==> config.mk <==
export PLATFORM = sky130hd
export DESIGN_NAME = multiword_add_carry_rng_core
export DESIGN_NICKNAME = d
export VERILOG_FILES = /design/src/mwac_pkg.sv /design/src/multiword_add_carry_rng_core.sv
export SDC_FILE = /design/constraint.sdc
export NUM_CORES = 2
export LEC_CHECK = 0
export ABC_CLOCK_PERIOD_IN_PS = 16000
export BUFFER_PORTS_ARGS = -buffer_cell sky130_fd_sc_hd__buf_4
export CAP_MARGIN = 20
export CORE_MARGIN = 3
export CORE_UTILIZATION = 40
export CTS_CLUSTER_SIZE = 20
export DETAILED_ROUTE_END_ITERATION = 8
export PLACE_DENSITY_LB_ADDON = 0.1
export SLEW_MARGIN = 5
export SYNTH_ARGS = -nofsm -noshare
export SYNTH_HDL_FRONTEND = slang
export SYNTH_SLANG_ARGS = --single-unit
==> constraint.sdc <==
create_clock -name clock -period 16 [get_ports clock]
set_input_delay 2.4 -clock clock [delete_from_list [all_inputs] [get_ports clock]]
set_output_delay 2.4 -clock clock [all_outputs]
set_load 0.05 [all_outputs]
==> src/mwac_pkg.sv <==
// ----------------------------------------------------------------------------
// mwac_pkg: shared types and constants for the multiword add-carry generator
// Holds the word types, operation codes and the fixed per-word seed bases.
// ----------------------------------------------------------------------------
package mwac_pkg;

   localparam int unsigned WORD_WIDTH = 32;

   typedef logic [WORD_WIDTH-1:0] word_type;

   // word 0 most significant, word 5 least significant
   typedef logic [0:5][WORD_WIDTH-1:0] state_type;

   typedef logic [1:0] op_type;
   typedef logic [2:0] index_type;

   localparam op_type OP_DRAW  = 2'd0;
   localparam op_type OP_SEED  = 2'd1;
   localparam op_type OP_WRITE = 2'd2;
   localparam op_type OP_READ  = 2'd3;

   localparam index_type WORD_COUNT = 3'd6;

   localparam state_type SEED_BASE = {
      32'hF22D0E56, 32'h883126E9, 32'hC624DD2F,
      32'h0702C49C, 32'h9E353F7D, 32'h6FDF3B64
   };

endpackage

==> src/multiword_add_carry_rng_core.sv <==
// ----------------------------------------------------------------------------
// multiword_add_carry_rng_core: six-word add-with-carry random generator
// Draw, seed, word write and word read over a 192-bit state, one word out
// for every word in.
// ----------------------------------------------------------------------------
//  channel  | direction | ports
//  req_     | in        | req_valid, req_ready, req_operation, req_data_value,
//           |           | req_word_index
//  rsp_     | out       | rsp_valid, rsp_ready, rsp_result_word
//
//  one request word in per cycle while the response register can take it;
//  its response is registered and shows in the cycle after acceptance. the
//  state update is a combinational chain of five 32-bit adds and the 192-bit
//  increment, so requests run back to back. reset loads the fixed seed bases
//  and empties the response register. a stalled response register holds
//  requests off only while it is full and not being taken.
// ----------------------------------------------------------------------------
module multiword_add_carry_rng_core (
   input  logic                 clock,
   input  logic                 reset,
   input  logic                 req_valid,
   output logic                 req_ready,
   input  mwac_pkg::op_type     req_operation,
   input  mwac_pkg::word_type   req_data_value,
   input  mwac_pkg::index_type  req_word_index,
   output logic                 rsp_valid,
   input  logic                 rsp_ready,
   output mwac_pkg::word_type   rsp_result_word
);

   mwac_pkg::state_type state_ff;
   mwac_pkg::state_type state_in;
   mwac_pkg::state_type draw_state;
   logic                rsp_valid_ff;
   logic                rsp_valid_in;
   mwac_pkg::word_type  rsp_word_ff;
   mwac_pkg::word_type  rsp_word_in;
   mwac_pkg::word_type  draw_result;
   logic                req_accept;

   logic [32:0]         sum4;
   mwac_pkg::word_type  n4, n3, n2, n1, n0;
   logic                c4, c3, c2, c1;
   logic                z5, z4, z3, z2, z1;

   assign req_ready  = !rsp_valid_ff || rsp_ready;
   assign req_accept = req_valid && req_ready;
   assign rsp_valid       = rsp_valid_ff;
   assign rsp_result_word = rsp_word_ff;

   // add chain from the low words upward
   always_comb begin
      sum4 = {1'b0, state_ff[5]} + {1'b0, state_ff[4]};
      n4   = sum4[31:0];
      c4   = sum4[32];
      n3   = n4 + state_ff[3] + {31'd0, c4};
      c3   = (n3 < n4);
      n2   = n3 + state_ff[2] + {31'd0, c3};
      c2   = (n2 < n3);
      n1   = n2 + state_ff[1] + {31'd0, c2};
      c1   = (n1 < n2);
      n0   = n1 + state_ff[0] + {31'd0, c1};

      // 192-bit increment ripple
      z5 = &state_ff[5];
      z4 = z5 && (&n4);
      z3 = z4 && (&n3);
      z2 = z3 && (&n2);
      z1 = z2 && (&n1);

      draw_state[5] = state_ff[5] + 32'd1;
      draw_state[4] = n4 + {31'd0, z5};
      draw_state[3] = n3 + {31'd0, z4};
      draw_state[2] = n2 + {31'd0, z3};
      draw_state[1] = n1 + {31'd0, z2};
      draw_state[0] = n0 + {31'd0, z1};
      draw_result   = n0 + {31'd0, z1};
   end

   always_comb begin
      state_in    = state_ff;
      rsp_word_in = '0;
      case (req_operation)
         mwac_pkg::OP_DRAW: begin
            state_in    = draw_state;
            rsp_word_in = draw_result;
         end
         mwac_pkg::OP_SEED: begin
            for (int i = 0; i < 6; i++) begin
               state_in[i] = req_data_value + mwac_pkg::SEED_BASE[i];
            end
         end
         mwac_pkg::OP_WRITE: begin
            if (req_word_index < mwac_pkg::WORD_COUNT) begin
               state_in[req_word_index] = req_data_value;
            end
         end
         mwac_pkg::OP_READ: begin
            if (req_word_index < mwac_pkg::WORD_COUNT) begin
               rsp_word_in = state_ff[req_word_index];
            end
         end
         default: begin
            rsp_word_in = '0;
         end
      endcase
   end

   assign rsp_valid_in = req_accept || (rsp_valid_ff && !rsp_ready);

   always_ff @(posedge clock) begin
      if (reset) begin
         state_ff     <= mwac_pkg::SEED_BASE;
         rsp_valid_ff <= 1'b0;
      end else begin
         rsp_valid_ff <= rsp_valid_in;
         if (req_accept) begin
            state_ff <= state_in;
         end
      end
   end

   always_ff @(posedge clock) begin
      if (req_accept) begin
         rsp_word_ff <= rsp_word_in;
      end
   end

`ifndef SYNTH
   a_state_hold: assert property (@(posedge clock) disable iff (reset)
      !req_accept |=> $stable(state_ff))
      else $error("state changed without an accepted word");

   a_draw_low_inc: assert property (@(posedge clock) disable iff (reset)
      req_accept && req_operation == mwac_pkg::OP_DRAW
      |=> state_ff[5] == $past(state_ff[5]) + 32'd1)
      else $error("draw did not increment the low word");

   a_write_low: assert property (@(posedge clock) disable iff (reset)
      req_accept && req_operation == mwac_pkg::OP_WRITE && req_word_index == 3'd5
      |=> state_ff[5] == $past(req_data_value))
      else $error("word write lost");

   a_bad_read_zero: assert property (@(posedge clock) disable iff (reset)
      req_accept && req_operation == mwac_pkg::OP_READ
      && (req_word_index == 3'd6 || req_word_index == 3'd7)
      |=> rsp_valid_ff && rsp_word_ff == '0)
      else $error("out-of-range read returned nonzero word");
`endif

endmodule

==> summary.txt <==
Status: finished with violations
Failing checks: negative setup slack
H-tree levels: 1
Finish-stage setup viols: 34
Gpl congestion: 0.956
WP depth: 92
# rows: 102
Chip Width: 286 um
Reg2reg start: state_ff[32]$_SDFFE_PP1P_
Share of layout cells above drive strength 1: 21.3%
Adder-Cell Fraction of Synth Area: 12.5%
Port buffer count: 74
R2r setup slk: -290 ps
Placed insts: 5708
Arrival @ worst endpoint: 16620 ps
Final ANT Viol Nets: 0
Nets: 5131
CP most frequent cell: buf_4
Largest family of logic cells by synthesized area: compound AO/OA/AOI/OAI gates
First-pass GRT wire length: 218000 um
Fmax: 61.4 MHz
FF-to-FF End: rsp_result_word[27]$_DFFE_PP_
Largest net degree at the start of global routing: 114
Wire length on met3: 18800 um
R2r worst-path depth: 92
Seq/Total Area, Yosys: 15.3%
GRT Total Usage: 34.8%
Top_reg_cell synth: dfxtp_1
Met1 WL: 63900 um
I/O pin total: 75
Die footprint: 82000 um2
Initial antenna violation count: 3
DR pass1 iterations: 6
DR WL/cell: 25.6 um
Max layer used: met5
Die Ht: 286 um
Worst path slowest cell: fa_1
Sink Count: 225
Clk_lat worst skew: 630 ps
Slowest stage delay, CP: 450 ps
Simple-gate area share of the yosys netlist: 21.1%
Vias after detailed routing: 36300
Vias/cell: 6.20
Hold buffers post-CTS: 0
WS Path Type: flip-flop to flip-flop
WP buf/inv: 32
Worst setup startpoint: state_ff[32]$_SDFFE_PP1P_
FFs w/ async S/R, synth: 0%
Vias in the first global route: 33800
Worst setup path endpoint: rsp_result_word[27]$_DFFE_PP_
Number of failing hold endpoints at the final stage: 0
CP delay by family, top: compound AO/OA/AOI/OAI gates
Fin cells: 5847
Root Driver: clkbuf_16
Post-Synthesis Net Count: 4687
Starting Density: 40.5%
Worst Path Required: 16330 ps
RSZ-0062 raised after global routing: true
Number of synthesized flops with an enable pin: 32
Mapped Area: 31400 um2
Period utilization: 102%
Yosys warning total: 0
Mux cell area share after synthesis: 2.45%
Xor/xnor cell area share of the yosys netlist: 10.7%
CTS tree: yes
TritonCTS Buffers: 31
Max-cap violations: 0
Hold WC Path Type: flip-flop to flip-flop
CP Capture Type: flip-flop
Met2 WL: 61700 um
Area growth syn-to-layout: 23.9%
Core ar.: 77600 um2
Worst setup margin: -292 ps
Worst slew margin: 27.6%
DR iter-0 viols: 4048
Slew Viols, Final: 0
Worst slack at placement: -1660 ps
Clock skew: 29.9 ps
Crit-path max FO: 7
Area occupied by registers: 4830 um2
Yosys reg bits: 225
Minimum clock period: 16290 ps
Post-synthesis cell type count: 128
Compound-Gate Fraction of Synth Area: 31.8%
Grt total ovfl: 0
Synth Area per Inst: 7.25 um2
Synth Instances: 4338
Critical Path Source Type: flip-flop
Detailed placer's ending HPWL: 111000 um
Setup TNS after final layout: -4750 ps
Clock Path Buffers: 3
Final hold slack: 498 ps
Slew @ Worst Pin: 1090 ps
Drt drc: 0
# fillers: 7838
Final Routed Wirelength: 150000 um
Area occupied by multi-input gates: 25800 um2
Worst-path clk slew: 60 ps
## worst reg2reg max path: cells and delay by family, from the launching register on
family,cells,cell delay [ps]
flops,1,330
simple gates,18,2740
buf+inv,32,4060
fa+ha+maj,10,3120
compound gates,30,5360
xor+xnor,2,400
## flip-flops by register name (all words and copies together), names as in the netlist
| signal | cells |
|---|---|
| rsp_result_word | 32 |
| state_ff | 192 |
| rsp_valid | 1 |
## routing by layer
layer  GRT usage, %  vias to the layer above
met5              0                        -
met1           47.9                    17100
li1               -                    16900
met3           11.0                      274
met2           51.2                     1933
met4           11.1                        4
## worst min-delay path by stage
stage / start / endpoint / slack, ps / cells after the start
3_5_place_dp: state_ff[128]$_SDFFE_PP1P_ / state_ff[128]$_SDFFE_PP1P_ / 490 / 2
5_1_grt: state_ff[128]$_SDFFE_PP1P_ / state_ff[128]$_SDFFE_PP1P_ / 530 / 2
2_1_floorplan: state_ff[152]$_SDFFE_PP0P_ / state_ff[152]$_SDFFE_PP0P_ / 450 / 2
4_1_cts: state_ff[147]$_SDFFE_PP0P_ / state_ff[147]$_SDFFE_PP0P_ / 500 / 2
3_3_place_gp: state_ff[128]$_SDFFE_PP1P_ / state_ff[128]$_SDFFE_PP1P_ / 480 / 2
6_report: state_ff[147]$_SDFFE_PP0P_ / state_ff[147]$_SDFFE_PP0P_ / 500 / 2
## cells by family after synthesis
group	Yosys count
and+or+nand+nor	1396
AOI/OAI and AO/OA	1478
DFF	225
buffers and inverters	482
muxes	74
xor gates and xnor gates	375
adders and majority gates	308
## layout by cell type, fill, tap and decap left out, drive strengths merged, types with 41 or more instances in the layout
| cell | count |
|---|---|
| o211ai | 47 |
| o311ai | 41 |
| a22oi | 60 |
| nand2b | 41 |
| o21ai | 292 |
| nor2 | 290 |
| inv | 188 |
| a21oi | 372 |
| o22ai | 65 |
| a211oi | 53 |
| xor2 | 89 |
| a221oi | 109 |
| dfxtp | 193 |
| buf | 703 |
| and3 | 44 |
| a21o | 108 |
| nand4 | 46 |
| nand2 | 570 |
| ha | 299 |
| nand3 | 113 |
| mux2i | 51 |
| nor3 | 95 |
| xnor2 | 285 |
## cells in the mapped netlist (60+ instances only)
master | instances | area, um2
nand2_1 | 570 | 2140
a21oi_1 | 369 | 1850
ha_1 | 299 | 3740
nor2_1 | 288 | 1080
xnor2_1 | 279 | 2440
o21ai_0 | 250 | 1250
clkbuf_1 | 240 | 901
dfxtp_1 | 193 | 3860
inv_1 | 175 | 657
nand3_1 | 112 | 561
a221oi_1 | 108 | 946
a21o_1 | 107 | 803
nor3_1 | 94 | 470
xor2_1 | 89 | 780
o22ai_1 | 65 | 407
a22oi_1 | 60 | 450
## final cells by class
class | count | share of cell area, %
diodes | 1 | 0.00643
clock buffers | 40 | 2.16
clock inverters | 17 | 0.482
inverters | 190 | 1.85
multi-input cells | 3631 | 66.1
flip-flops and latches | 225 | 12.4
well taps | 1040 | 3.34
repair buffers | 703 | 13.6
## per-stage QoR
| step | instance area, um2 | util (%) |
|---|---|---|
| 6_report | 38900 | 50.2 |
| 5_1_grt | 38900 | 50.2 |
| 4_1_cts | 38200 | 49.2 |
| 3_5_place_dp | 36300 | 46.8 |
| 3_3_place_gp | 36300 | 46.8 |
| 2_1_floorplan | 31500 | - |
## what timing repair did
item,CTS,global route
setup buffers,56,31
resized for setup,104,105
pin swaps,88,126
gates cloned,0,0
endpoints found under the setup margin,59,58
Power is not shown: default switching activity piles up to over one toggle a cycle in this logic, so the estimate is an artifact.
